$ cat src/sv/evae_pkg.sv
// ----------------------------------------------------------------------------
// evae_pkg
// Shared widths and helpers for the encoder velocity/accel estimator.
// ----------------------------------------------------------------------------
package evae_pkg;

  localparam int POSITION_BITS = 48;
  localparam int TIME_BITS     = 32;
  localparam int FRACTION_BITS = 16;
  localparam int ALPHA_BITS    = 17;   // unsigned Q1.16
  localparam int ALPHA_FRAC    = 16;
  localparam int VAL_BITS      = 64;   // filter state, Q.FRACTION_BITS
  localparam int DIFF_BITS     = VAL_BITS + 1;
  localparam int DIV_W         = VAL_BITS + 10;  // |x| * 1000 fits here
  localparam int MUL_W         = VAL_BITS + ALPHA_FRAC;
  localparam int OUT_BITS      = 32;

  localparam logic [ALPHA_BITS-1:0] ALPHA_ONE = ALPHA_BITS'(65536);

  // x * 1000 as shift and subtract
  function automatic logic [DIV_W-1:0] mul1000(input logic [VAL_BITS-1:0] x);
    logic [DIV_W-1:0] xe;
    begin
      xe = DIV_W'(x);
      mul1000 = (xe << 10) - (xe << 4) - (xe << 3);
    end
  endfunction

  // filtered value >> FRACTION_BITS, truncated toward zero, saturated to int32
  function automatic logic [OUT_BITS-1:0] report(input logic signed [VAL_BITS-1:0] x);
    logic [VAL_BITS-1:0] mag;
    begin
      mag = x[VAL_BITS-1] ? (~x + VAL_BITS'(1)) : x;
      mag = mag >> FRACTION_BITS;
      if (x[VAL_BITS-1]) begin
        if (mag > VAL_BITS'(64'h8000_0000)) mag = VAL_BITS'(64'h8000_0000);
        report = OUT_BITS'(~mag + VAL_BITS'(1));
      end else begin
        if (mag > VAL_BITS'(64'h7FFF_FFFF)) mag = VAL_BITS'(64'h7FFF_FFFF);
        report = OUT_BITS'(mag);
      end
    end
  endfunction

endpackage

$ cat src/sv/evae_div.sv
// ----------------------------------------------------------------------------
// evae_div
// Restoring divider, one quotient bit per cycle, quotient saturated at 2^63-1.
// ----------------------------------------------------------------------------
module evae_div (
  input  logic                          clk,
  input  logic                          rst_n,
  input  logic                          start,
  input  logic [evae_pkg::DIV_W-1:0]    dividend,
  input  logic [evae_pkg::TIME_BITS-1:0] divisor,
  output logic                          done,
  output logic [evae_pkg::VAL_BITS-1:0] quot
);
  import evae_pkg::*;

  localparam int CNT_W = $clog2(DIV_W);

  logic [DIV_W-1:0]     dvd_r;
  logic [TIME_BITS-1:0] rem_r, rem_nxt, dsr_r;
  logic [CNT_W-1:0]     cnt_r;
  logic                 run_r, done_r;
  logic [TIME_BITS:0]   trial;
  logic                 qbit;

  always_comb begin
    trial   = {rem_r, dvd_r[DIV_W-1]};
    qbit    = (trial >= {1'b0, dsr_r});
    rem_nxt = qbit ? TIME_BITS'(trial - {1'b0, dsr_r}) : trial[TIME_BITS-1:0];
  end

  always_ff @(posedge clk) begin
    if (!rst_n) begin
      run_r  <= 1'b0;
      done_r <= 1'b0;
    end else begin
      done_r <= 1'b0;
      if (start) begin
        run_r <= 1'b1;
        cnt_r <= '0;
        rem_r <= '0;
        dvd_r <= dividend;
        dsr_r <= divisor;
      end else if (run_r) begin
        rem_r <= rem_nxt;
        dvd_r <= {dvd_r[DIV_W-2:0], qbit};
        cnt_r <= cnt_r + CNT_W'(1);
        if (cnt_r == CNT_W'(DIV_W-1)) begin
          run_r  <= 1'b0;
          done_r <= 1'b1;
        end
      end
    end
  end

  assign done = done_r;
  assign quot = (|dvd_r[DIV_W-1:VAL_BITS-1]) ? {1'b0, {(VAL_BITS-1){1'b1}}}
                                             : {1'b0, dvd_r[VAL_BITS-2:0]};

endmodule

$ cat src/sv/evae_mul.sv
// ----------------------------------------------------------------------------
// evae_mul
// Shift-add low-pass step: (base<<16 + alpha*diff + half) >> 16, one bit/cycle.
// ----------------------------------------------------------------------------
module evae_mul (
  input  logic                                clk,
  input  logic                                rst_n,
  input  logic                                start,
  input  logic [evae_pkg::ALPHA_BITS-1:0]     alpha,
  input  logic signed [evae_pkg::DIFF_BITS-1:0] diff,
  input  logic signed [evae_pkg::VAL_BITS-1:0]  base,
  output logic                                done,
  output logic signed [evae_pkg::VAL_BITS-1:0]  result
);
  import evae_pkg::*;

  localparam int CNT_W = $clog2(ALPHA_BITS);

  logic [MUL_W-1:0]      acc_r, b_r;
  logic [ALPHA_BITS-1:0] a_r, a_clamp;
  logic [CNT_W-1:0]      cnt_r;
  logic                  run_r, done_r;

  // alpha above one acts as one
  assign a_clamp = (alpha > ALPHA_ONE) ? ALPHA_ONE : alpha;

  always_ff @(posedge clk) begin
    if (!rst_n) begin
      run_r  <= 1'b0;
      done_r <= 1'b0;
    end else begin
      done_r <= 1'b0;
      if (start) begin
        run_r <= 1'b1;
        cnt_r <= '0;
        a_r   <= a_clamp;
        b_r   <= MUL_W'(diff);
        acc_r <= (MUL_W'(base) << ALPHA_FRAC) + (MUL_W'(1) << (ALPHA_FRAC-1));
      end else if (run_r) begin
        if (a_r[0]) acc_r <= acc_r + b_r;
        b_r   <= b_r << 1;
        a_r   <= a_r >> 1;
        cnt_r <= cnt_r + CNT_W'(1);
        if (cnt_r == CNT_W'(ALPHA_BITS-1)) begin
          run_r  <= 1'b0;
          done_r <= 1'b1;
        end
      end
    end
  end

  assign done   = done_r;
  assign result = acc_r[MUL_W-1:ALPHA_FRAC];

endmodule

$ cat src/sv/encoder_velocity_accel_estimator_unit.sv
// ----------------------------------------------------------------------------
// encoder_velocity_accel_estimator_unit
// Encoder velocity and acceleration estimator with first-order low-pass filters.
// ----------------------------------------------------------------------------
// Takes one beat of {position, ms timestamp} and returns one result beat with
// filtered velocity (counts/s) and acceleration (counts/s^2), both int32
// saturated, plus ready/updated flags. The first beat after reset only primes
// the history; a beat with an unchanged timestamp returns the held values.
// An estimating beat makes two passes through the bit-serial divider (velocity,
// then acceleration) and two passes through the shift-add filter unit, with
// sequencing states between them. Priming and zero-delta beats skip both units
// and go straight to the result. in_tready is high only while the sequencer
// is idle; a finished result waits in the output register while the next
// beat is taken. Alpha registers are Q1.16; values above 1.0 act as 1.0.
// ----------------------------------------------------------------------------
module encoder_velocity_accel_estimator_unit (
  input  logic        clk,
  input  logic        rst_n,
  // in_tdata: [47:0] position_count (signed), [79:48] time_ms
  input  logic        in_tvalid,
  output logic        in_tready,
  input  logic [79:0] in_tdata,
  // out_tdata: [31:0] velocity_cps, [63:32] accel_cps2
  // out_tuser: [0] ready_res, [1] updated
  output logic        out_tvalid,
  input  logic        out_tready,
  output logic [63:0] out_tdata,
  output logic [1:0]  out_tuser,
  input  logic        cfg_we,
  input  logic        cfg_index,
  input  logic [evae_pkg::ALPHA_BITS-1:0] cfg_wdata
);
  import evae_pkg::*;

  localparam logic CFG_VEL_ALPHA = 1'b0;
  localparam logic CFG_ACC_ALPHA = 1'b1;

  localparam logic [3:0] S_IDLE   = 4'd0;
  localparam logic [3:0] S_VPREP  = 4'd1;
  localparam logic [3:0] S_VDIV   = 4'd2;
  localparam logic [3:0] S_VMULGO = 4'd3;
  localparam logic [3:0] S_VMUL   = 4'd4;
  localparam logic [3:0] S_APREP  = 4'd5;
  localparam logic [3:0] S_ADIVGO = 4'd6;
  localparam logic [3:0] S_ADIV   = 4'd7;
  localparam logic [3:0] S_AMULGO = 4'd8;
  localparam logic [3:0] S_AMUL   = 4'd9;
  localparam logic [3:0] S_DONE   = 4'd10;

  logic [3:0] state_r;

  // architectural state
  logic [POSITION_BITS-1:0]   last_pos_r;
  logic [TIME_BITS-1:0]       last_time_r;
  logic                       have_prev_r, est_ready_r;
  logic signed [VAL_BITS-1:0] fv_r, fa_r;
  logic [ALPHA_BITS-1:0]      valpha_r, aalpha_r;

  // per-beat work registers
  logic [POSITION_BITS-1:0]   pos_in_r, d_r;
  logic [TIME_BITS-1:0]       time_in_r, dt_r;
  logic [VAL_BITS-1:0]        mag_r;
  logic                       neg_r;
  logic signed [VAL_BITS-1:0] v_r, fvn_r;
  logic                       rdy_flag_r, upd_flag_r;

  // output register
  logic        out_valid_r;
  logic [63:0] out_data_r;
  logic [1:0]  out_user_r;

  // shared units
  logic                          div_start, div_done;
  logic [DIV_W-1:0]              div_dvd;
  logic [VAL_BITS-1:0]           div_q;
  logic                          mul_start, mul_done;
  logic [ALPHA_BITS-1:0]         mul_alpha;
  logic signed [DIFF_BITS-1:0]   mul_diff;
  logic signed [VAL_BITS-1:0]    mul_base, mul_res;

  logic                 in_acc;
  logic [TIME_BITS-1:0] dt_in;
  logic [VAL_BITS-1:0]  vmag;
  logic                 out_free;

  assign in_tready = (state_r == S_IDLE);
  assign in_acc    = in_tvalid && in_tready;
  assign dt_in     = in_tdata[79:48] - last_time_r;
  assign out_free  = !out_valid_r || out_tready;

  // position delta magnitude, sign-extended to the filter width
  assign vmag = d_r[POSITION_BITS-1] ? (VAL_BITS'(0) - VAL_BITS'($signed(d_r)))
                                     : VAL_BITS'($signed(d_r));

  always_comb begin
    div_start = (state_r == S_VPREP) || (state_r == S_ADIVGO);
    div_dvd   = (state_r == S_VPREP) ? (mul1000(vmag) << FRACTION_BITS) : mul1000(mag_r);
    mul_start = (state_r == S_VMULGO) || (state_r == S_AMULGO);
    if (state_r == S_VMULGO) begin
      mul_alpha = valpha_r;
      mul_base  = fv_r;
      mul_diff  = DIFF_BITS'(v_r) - DIFF_BITS'(fv_r);
    end else begin
      mul_alpha = aalpha_r;
      mul_base  = fa_r;
      mul_diff  = DIFF_BITS'(v_r) - DIFF_BITS'(fa_r);
    end
  end

  evae_div u_div (
    .clk      (clk),
    .rst_n    (rst_n),
    .start    (div_start),
    .dividend (div_dvd),
    .divisor  (dt_r),
    .done     (div_done),
    .quot     (div_q)
  );

  evae_mul u_mul (
    .clk    (clk),
    .rst_n  (rst_n),
    .start  (mul_start),
    .alpha  (mul_alpha),
    .diff   (mul_diff),
    .base   (mul_base),
    .done   (mul_done),
    .result (mul_res)
  );

  // configuration
  always_ff @(posedge clk) begin
    if (!rst_n) begin
      valpha_r <= ALPHA_ONE;
      aalpha_r <= ALPHA_ONE;
    end else if (cfg_we) begin
      case (cfg_index)
        CFG_VEL_ALPHA: valpha_r <= cfg_wdata;
        CFG_ACC_ALPHA: aalpha_r <= cfg_wdata;
        default: ;
      endcase
    end
  end

  // sequencer
  always_ff @(posedge clk) begin
    if (!rst_n) begin
      state_r     <= S_IDLE;
      have_prev_r <= 1'b0;
      est_ready_r <= 1'b0;
      last_pos_r  <= '0;
      last_time_r <= '0;
      fv_r        <= '0;
      fa_r        <= '0;
      out_valid_r <= 1'b0;
    end else begin
      // load a free slot, else drop the beat once it is taken
      if (state_r == S_DONE && out_free) begin
        out_valid_r <= 1'b1;
      end else if (out_valid_r && out_tready) begin
        out_valid_r <= 1'b0;
      end
      case (state_r)
        S_IDLE: begin
          if (in_acc) begin
            pos_in_r  <= in_tdata[47:0];
            time_in_r <= in_tdata[79:48];
            dt_r      <= dt_in;
            d_r       <= in_tdata[47:0] - last_pos_r;
            if (!have_prev_r) begin
              // priming beat: store history only
              last_pos_r  <= in_tdata[47:0];
              last_time_r <= in_tdata[79:48];
              have_prev_r <= 1'b1;
              est_ready_r <= 1'b0;
              rdy_flag_r  <= 1'b0;
              upd_flag_r  <= 1'b0;
              state_r     <= S_DONE;
            end else if (dt_in == '0) begin
              rdy_flag_r <= est_ready_r;
              upd_flag_r <= 1'b0;
              state_r    <= S_DONE;
            end else begin
              state_r <= S_VPREP;
            end
          end
        end
        S_VPREP: begin
          neg_r   <= d_r[POSITION_BITS-1];
          state_r <= S_VDIV;
        end
        S_VDIV: begin
          if (div_done) begin
            v_r     <= neg_r ? -$signed(div_q) : $signed(div_q);
            state_r <= S_VMULGO;
          end
        end
        S_VMULGO: state_r <= S_VMUL;
        S_VMUL: begin
          if (mul_done) begin
            fvn_r   <= mul_res;
            state_r <= S_APREP;
          end
        end
        S_APREP: begin
          // change of filtered velocity, as magnitude and sign
          if (fvn_r >= fv_r) begin
            mag_r <= fvn_r - fv_r;
            neg_r <= 1'b0;
          end else begin
            mag_r <= fv_r - fvn_r;
            neg_r <= 1'b1;
          end
          state_r <= S_ADIVGO;
        end
        S_ADIVGO: state_r <= S_ADIV;
        S_ADIV: begin
          if (div_done) begin
            v_r     <= neg_r ? -$signed(div_q) : $signed(div_q);
            state_r <= S_AMULGO;
          end
        end
        S_AMULGO: state_r <= S_AMUL;
        S_AMUL: begin
          if (mul_done) begin
            fa_r        <= mul_res;
            fv_r        <= fvn_r;
            last_pos_r  <= pos_in_r;
            last_time_r <= time_in_r;
            est_ready_r <= 1'b1;
            rdy_flag_r  <= 1'b1;
            upd_flag_r  <= 1'b1;
            state_r     <= S_DONE;
          end
        end
        S_DONE: begin
          if (out_free) begin
            out_data_r  <= {report(fa_r), report(fv_r)};
            out_user_r  <= {upd_flag_r, rdy_flag_r};
            state_r     <= S_IDLE;
          end
        end
        default: state_r <= S_IDLE;
      endcase
    end
  end

  assign out_tvalid = out_valid_r;
  assign out_tdata  = out_data_r;
  assign out_tuser  = out_user_r;

  // a result beat is never lost: the sequencer only loads a free slot
  a_no_overwrite: assert property (@(posedge clk) disable iff (!rst_n)
    (state_r == S_DONE && out_valid_r && !out_tready) |=> (state_r == S_DONE))
    else $error("result overwritten while stalled");

  // an updated beat always reports ready
  a_upd_ready: assert property (@(posedge clk) disable iff (!rst_n)
    (out_valid_r && out_user_r[1]) |-> out_user_r[0])
    else $error("updated without ready");

  // estimates only exist once history is primed
  a_ready_prev: assert property (@(posedge clk) disable iff (!rst_n)
    est_ready_r |-> have_prev_r)
    else $error("estimate ready without history");

  // divider needs its full bit-serial pass
  a_div_len: assert property (@(posedge clk) disable iff (!rst_n)
    div_start |=> !div_done)
    else $error("divider finished too early");

endmodule
$ cat config.mk
export PLATFORM = sky130hd
export DESIGN_NAME = encoder_velocity_accel_estimator_unit
export DESIGN_NICKNAME = d
export VERILOG_FILES = /design/src/sv/evae_pkg.sv /design/src/sv/evae_div.sv /design/src/sv/evae_mul.sv /design/src/sv/encoder_velocity_accel_estimator_unit.sv
export SDC_FILE = /design/constraint.sdc
export NUM_CORES = 2
export LEC_CHECK = 0
export ABC_CLOCK_PERIOD_IN_PS = 20200
export BUFFER_PORTS_ARGS = -buffer_cell sky130_fd_sc_hd__clkbuf_2
export CORE_MARGIN = 5
export CORE_UTILIZATION = 47
export DETAILED_ROUTE_END_ITERATION = 12
export PLACE_DENSITY = 0.62
export SKIP_LAST_GASP = 1
export SYNTH_ARGS = -nofsm -noshare
export SYNTH_HDL_FRONTEND = slang
export SYNTH_SLANG_ARGS = --single-unit
export TNS_END_PERCENT = 30
$ cat constraint.sdc
create_clock -name clk -period 20.2 [get_ports clk]
set_input_delay 1.01 -clock clk [delete_from_list [all_inputs] [get_ports clk]]
set_output_delay 1.01 -clock clk [all_outputs]
set_load 0.05 [all_outputs]
# --- Word level (Yosys, flattened, before mapping) ---
# Cells that the tools add are included.
word_totals:
  in_bits: 103
  register_bits: 1001
  output_inout_bits: 68
classes:
  order_cmp: 7
  bitwise_logic: 8
  eq_ne: 20
  mux: 79
  add_sub_neg: 21
  reduce_logical: 36
op_table:
  columns: ["op", "n"]
  rows:
  - ["32-bit 2-to-1 mux", 19]
  - ["80-bit 2-to-1 mux", 5]
  - ["64-bit 2-to-1 mux", 5]
  - ["74-bit 2-to-1 mux", 3]
  - ["48-bit 2-to-1 mux", 3]
  - ["64-bit by 64-bit subtractor with 65-bit output", 2]
  - ["64-bit by 2-bit adder with 64-bit output, second input constant", 2]
  - ["64-bit inverter", 2]
  - ["64-bit subtractor", 2]
  - ["58-bit subtractor", 2]
  - ["48-bit by 31-bit greater-than comparator with 1-bit output, second input constant", 2]
  - ["48-bit by 32-bit greater-than comparator with 1-bit output, second input constant", 2]
  - ["48-bit one-hot mux with 2 select lines", 1]
  - ["80-bit by 17-bit adder with 80-bit output, second input constant", 1]
  - ["80-bit adder", 1]
  - ["74-bit by 67-bit subtractor with 74-bit output", 1]
  - ["74-bit by 68-bit subtractor with 74-bit output", 1]
  - ["17-bit 2-to-1 mux", 4]
  - ["65-bit 2-to-1 mux", 1]
  - ["32-bit by 1-bit adder with 32-bit output, second input constant", 2]
  - ["64-bit >= comparator", 1]
  - ["64-bit negator", 1]
  - ["32-bit inverter", 2]
  - ["32-bit one-hot mux with 2 select lines", 1]
  - ["39 further kinds", 105]

# --- Logic depth before layout (Yosys ltp) ---
logic_depth:
  depth_word: 12
  mapped_depth: 26

# --- By module ---
# From an unflattened synthesis, not the netlist that was laid out.
hier_totals:
  cells_unflattened: 8837
  hier_area_um2: 78059.9
modules_own_cells:
  columns: ["module", "cells_each", "area_each_um2", "instances", "seq_area_each_um2"]
  rows:
  - ["encoder_velocity_accel_estimator_unit", 6847, 56930.9, 1, 17626.9]
  - ["evae_mul", 1300, 12912.4, 1, 5505.3]
  - ["evae_div", 690, 8216.6, 1, 4394.2]

# --- Worst setup path before layout ---
# OpenSTA, ideal clock, no wires.
synth_timing:
  path_kind: "input-to-reg"
  from: "input port rst_n"
  to: "register mag_r[0], enable pin"
  setup_slack_ns: 11.727
  t_arrival_ns: 7.830
  cell_stages: 5
  setup_time_ns: 0.643
  path_cell_list: "clkbuf_1 > inv_1 > clkbuf_1 > clkbuf_1 > nor4_1"
synth_between:
  elab_chain_len: 1
synth_rtl:
  columns: ["element", "line_no", "source"]
  rows:
  - ["start, declared", "encoder_velocity_accel_estimator_unit.sv:18", "input logic rst_n,"]
  - ["2-bit AND reduction (no line)", null, null]
  - ["end signal, assigned", "encoder_velocity_accel_estimator_unit.sv:208", "mag_r <= fvn_r - fv_r;"]
  - ["end signal, assigned", "encoder_velocity_accel_estimator_unit.sv:211", "mag_r <= fv_r - fvn_r;"]
  - ["end, declared", "encoder_velocity_accel_estimator_unit.sv:62", "logic [VAL_BITS-1:0] mag_r;"]
# No other way between the ends.
# A chain may end at the register's enable or synchronous reset.

# --- Worst setup path after layout ---
layout_timing:
  from: "register d_r[2]"
  to: "register u_div.dvd_r[72], data pin"
layout_between:
  elab_chain_len: 6
layout_rtl:
  columns: ["element", "line_no", "source"]
  rows:
  - ["start, declared", "encoder_velocity_accel_estimator_unit.sv:60", "logic [POSITION_BITS-1:0] pos_in_r, d_r;"]
  - ["start signal, assigned", "encoder_velocity_accel_estimator_unit.sv:169", "d_r <= in_tdata[47:0] - last_pos_r;"]
  - ["1-bit by 48-bit subtractor with 49-bit output", "encoder_velocity_accel_estimator_unit.sv:92", "assign vmag = d_r[POSITION_BITS-1] ? (VAL_BITS'(0) - VAL_BITS'($signed(d_r)))"]
  - ["55-bit 2-to-1 mux *", "encoder_velocity_accel_estimator_unit.sv:92", null]
  - ["58-bit subtractor", "evae_pkg.sv:25", "mul1000 = (xe << 10) - (xe << 4) - (xe << 3);"]
  - ["58-bit subtractor *", "evae_pkg.sv:25", null]
  - ["74-bit 2-to-1 mux *", "encoder_velocity_accel_estimator_unit.sv:97", "div_dvd = (state_r == S_VPREP) ? (mul1000(vmag) << FRACTION_BITS) : mul1000(mag_r);"]
  - ["74-bit 2-to-1 mux *", "evae_div.sv:37", "if (start) begin"]
  - ["end signal, assigned", "evae_div.sv:41", "dvd_r <= dividend;"]
  - ["end signal, assigned", "evae_div.sv:45", "dvd_r <= {dvd_r[DIV_W-2:0], qbit};"]
  - ["end, declared", "evae_div.sv:18", "logic [DIV_W-1:0] dvd_r;"]
# Mark *: on every way between the ends. The rest lies on a longest branch, timed or not.

==> impl_metrics.csv <==
group,metric,value,unit
timing,finalCritPeriodShare,0.3687,
power,p_per_area,126.6,nW/µm²
clocking,cts_root_buf,"clkbuf_16",
cells_and_area,area_growth,8.455,%
timing,slew_headroom,0.1805,
route,dr.pass1.iters,6,
setup_path,crit_path_frequent_cell,"o21ai_0",
setup_path,slowest_delay,560,ps
power,intPower,0.005929,W
synthesis,yosysSeqAreaShare,0.3576,
grt,antenna_found_initial,6,
setup_path,r2r_cells,21,
min_path,worstHoldStart,"dt_r[11]$_DFFE_PP_",
synthesis,synth_async_sr_flop_share,0,
cells_and_area,finalNetCount,9608,
clocking,post_cts_buffers,0,
place,dp_slack,12750,ps
place,placedCellCount,10930,
power,swShare,0.4389,
min_path,holdCritPathClass,"register to register",
timing,setup_viol,0,
route,drc,0,
power,p_seq_frac,0.288,
setup_path,path_max_fanout,8,
clocking,cts_resized,0,
timing,rsz0062_at_grt,"no",
setup_path,path_class,"register to register",
floorplan,core,162800,µm²
synthesis,synth_seq_cells,1001,
place,dp_hpwl,220300,µm
timing,hold_viol,0,
grt,track_usage,0.3111,
route,viasPerCell,6.144,
synthesis,avgSynthCellArea,8.592,µm²
floorplan,fp.dieH,414.7,µm
clocking,insertion_delay,780,ps
grt,grt_max_degree,93,
setup_path,regToRegStartpoint,"d_r[2]$_DFFE_PP_",
cells_and_area,drive_gt1_frac,0.06430,
min_path,whs_path_depth,0,
timing,fin_ws,12750,ps
route,vias,68500,
outcome,status,"completed",
clocking,cts-hold-fix-buffers,0,
synthesis,syn_inst,8959,
setup_path,end_kind,"register",
cells_and_area,mostFrequentLayoutCells,"nand2_1 (1130), a21oi_1 (905), edfxtp_1 (748), nor2_1 (686), o21ai_0 (558)",
floorplan,start_util,0.4729,
grt,grt_overflow_total,0,
cells_and_area,finalNonFillerCells,11150,
floorplan,die_area,172000,µm²
clocking,cts_sinks,1001,
route,wl_per_cell,25.04,µm
cells_and_area,final_cell_area,83490,µm²
power,p_leak,32.76,nW
clocking,h-tree-depth,3,
grt,grt_first_pass_wirelength,413800,µm
power,power.clock.fraction,0.199,
route,drt_iter0_markers,6176,
floorplan,row_count,148,
floorplan,die_w,414.7,µm
route,finalWirelength,279200,µm
synthesis,synth_ff_type,"edfxtp_1",
cells_and_area,layout_commonest_cell,"nand2_1",
clocking,cts_tree,"done",
setup_path,worstReg2RegEnd,"u_div.dvd_r[72]$_DFFE_PP_",
floorplan,io_pins,171,
power,switching_power,0.004638,W
place,gp_congestion,1.016,
setup_path,required,20680,ps
grt,grt_pass1_vias,65010,
power,peakVddDrop,121.7,µV
timing,timing.setup.tns,0,ps
place,io_buffer_count,170,
timing,hold_ws,407.5,ps
route,ant_nets,0,
min_path,worstHoldEndpoint,"u_div.dsr_r[11]$_DFFE_PP_",
setup_path,start_kind,"register",
power,p_comb_frac,0.513,
synthesis,ys_types,97,
timing,fin_crit,7447,ps
setup_path,slowest_stage,"or4_4",
setup_path,path_cells,"or4_4, nor4_4, nand3_2, or4_4, or2_1, or4_4, or3_1, or3_1, o21ai_0, xor2_1, fa_1, ha_1, a21oi_1, nand3_1, a211o_1, and4_1, o21ai_0, o21ai_0, nand2b_1, o21ai_0, a221oi_1",
clocking,cts_max_path_buffers,3,
setup_path,worstPathArrival,7920,ps
timing,slew_viol_final,0,
run,cap_violations,0,
place,placed_cell_area,79710,µm²
timing,skew,40.59,ps
timing,fmax,134.3,MHz
clocking,path_clk_slew,60,ps
synthesis,synth_edf_count,748,
clocking,cts_buffers,113,
synthesis,netlist_area,76980,µm²
timing,tightest_slew,1218,ps
synthesis,yosysWarnings,0,
setup_path,r2r_slack,12750,ps
[per-layer routing]
metal | part of all wire | global-route usage | wire length, µm
met5 | 0.00011 | 0 | 31
met4 | 0.077 | 0.1956 | 21460
met3 | 0.060 | 0.04356 | 16670
met2 | 0.46 | 0.5133 | 128400
met1 | 0.40 | 0.3850 | 112700
[synthesized netlist by cell type (41+ instances only)]
cell      count  area share
a211oi_1     99      0.0097
a21boi_0     41      0.0040
a21o_1      294       0.029
a21oi_1     907       0.059
a311oi_1     93       0.011
a31oi_1     112      0.0091
and2_1       50      0.0041
and3_1       62      0.0050
clkbuf_1    438       0.021
dfxtp_1     253       0.066
edfxtp_1    748        0.29
fa_1        103       0.027
ha_1        530       0.086
inv_1       527       0.026
mux2i_1     174       0.023
nand2_1    1132       0.055
nand2b_1    101      0.0082
nand3_1     170       0.011
nand4_1     128       0.010
nor2_1      693       0.034
nor2b_1      82      0.0067
nor3_1      173       0.011
nor4_1       74      0.0060
o211ai_1     46      0.0045
o21a_1       69      0.0067
o21ai_0     558       0.036
o21bai_1     98      0.0096
o31ai_1      47      0.0046
or2_2        41      0.0033
or3_1        78      0.0063
xnor2_1     305       0.035
xor2_1      210       0.024
[registers in the layout, indices dropped and copies added (netlist names), 64 cells and up]
signal and count:
u_mul.acc_r 80, fa_r 64, fv_r 64, v_r 64, fvn_r 64, mag_r 64, u_mul.b_r 80, u_div.dvd_r 74
out_tdata 64
[worst max-delay path: cells and delay by family, from the launching register on]
family,cells,cell delay (ps)
adders and majority gates,2,910
and+or+nand+nor,11,3600
AOI/OAI and AO/OA,7,1730
xor gates and xnor gates,1,420
DFF,1,490
[logic make-up (layout without fill, tap and decap cells)]
kind of cell / Yosys count / after routing / share of synthesized area
and+or+nand+nor: 2904 / 2904 / 0.1745
buffers and inverters: 1009 / 1018 / 0.04940
DFF: 1001 / 1001 / 0.3576
other: 1 / 7 / 0.00004872
muxes: 187 / 187 / 0.02453
AOI/OAI and AO/OA: 2708 / 2708 / 0.2222
adders and majority gates: 633 / 633 / 0.1129
xor gates and xnor gates: 516 / 516 / 0.05881
[area by class of cell]
| cell class | instances | area, µm² |
|---|---|---|
| clock inverters | 63 | 574.3 |
| flip-flops and latches | 1001 | 27530 |
| inverters | 530 | 1997 |
| well taps | 2175 | 2721 |
| diodes | 1 | 2.502 |
| fillers | 15370 | 79280 |
| clock buffers | 153 | 3204 |
| repair buffers | 272 | 1617 |
| multi-input cells | 6954 | 45840 |
[through the flow]
step / power, W / utilization
global route: 0.01127 / 0.5129
finish: 0.01057 / 0.5129
CTS: 0.01056 / 0.5129
floorplan: 0.006862 / -
global placement: 0.008399 / 0.4897
detailed placement: 0.008422 / 0.4897
[power groups by stage]
stage	sequential, W	clock, W	combinational [W]
floorplan	0.00300	0	0.00387
global placement	0.00307	0	0.00532
detailed placement	0.00308	0	0.00534
CTS	0.00304	0.00214	0.00538
global route	0.00307	0.00222	0.00597
finish	0.00304	0.00210	0.00542
[worst max path at each step]
stage / startpoint / slack, ps / depth (start not counted) / to
floorplan: rst_n / 11730 / 5 / mag_r[0]$_DFFE_PP_
global route: d_r[2]$_DFFE_PP_ / 12260 / 21 / u_div.dvd_r[72]$_DFFE_PP_
finish: d_r[2]$_DFFE_PP_ / 12750 / 21 / u_div.dvd_r[72]$_DFFE_PP_
detailed placement: d_r[2]$_DFFE_PP_ / 12750 / 21 / u_div.dvd_r[72]$_DFFE_PP_
global placement: d_r[2]$_DFFE_PP_ / 12690 / 21 / u_div.dvd_r[72]$_DFFE_PP_
CTS: d_r[2]$_DFFE_PP_ / 12730 / 21 / u_div.dvd_r[72]$_DFFE_PP_
No activity file was read; power rests on OpenSTA's default activity.
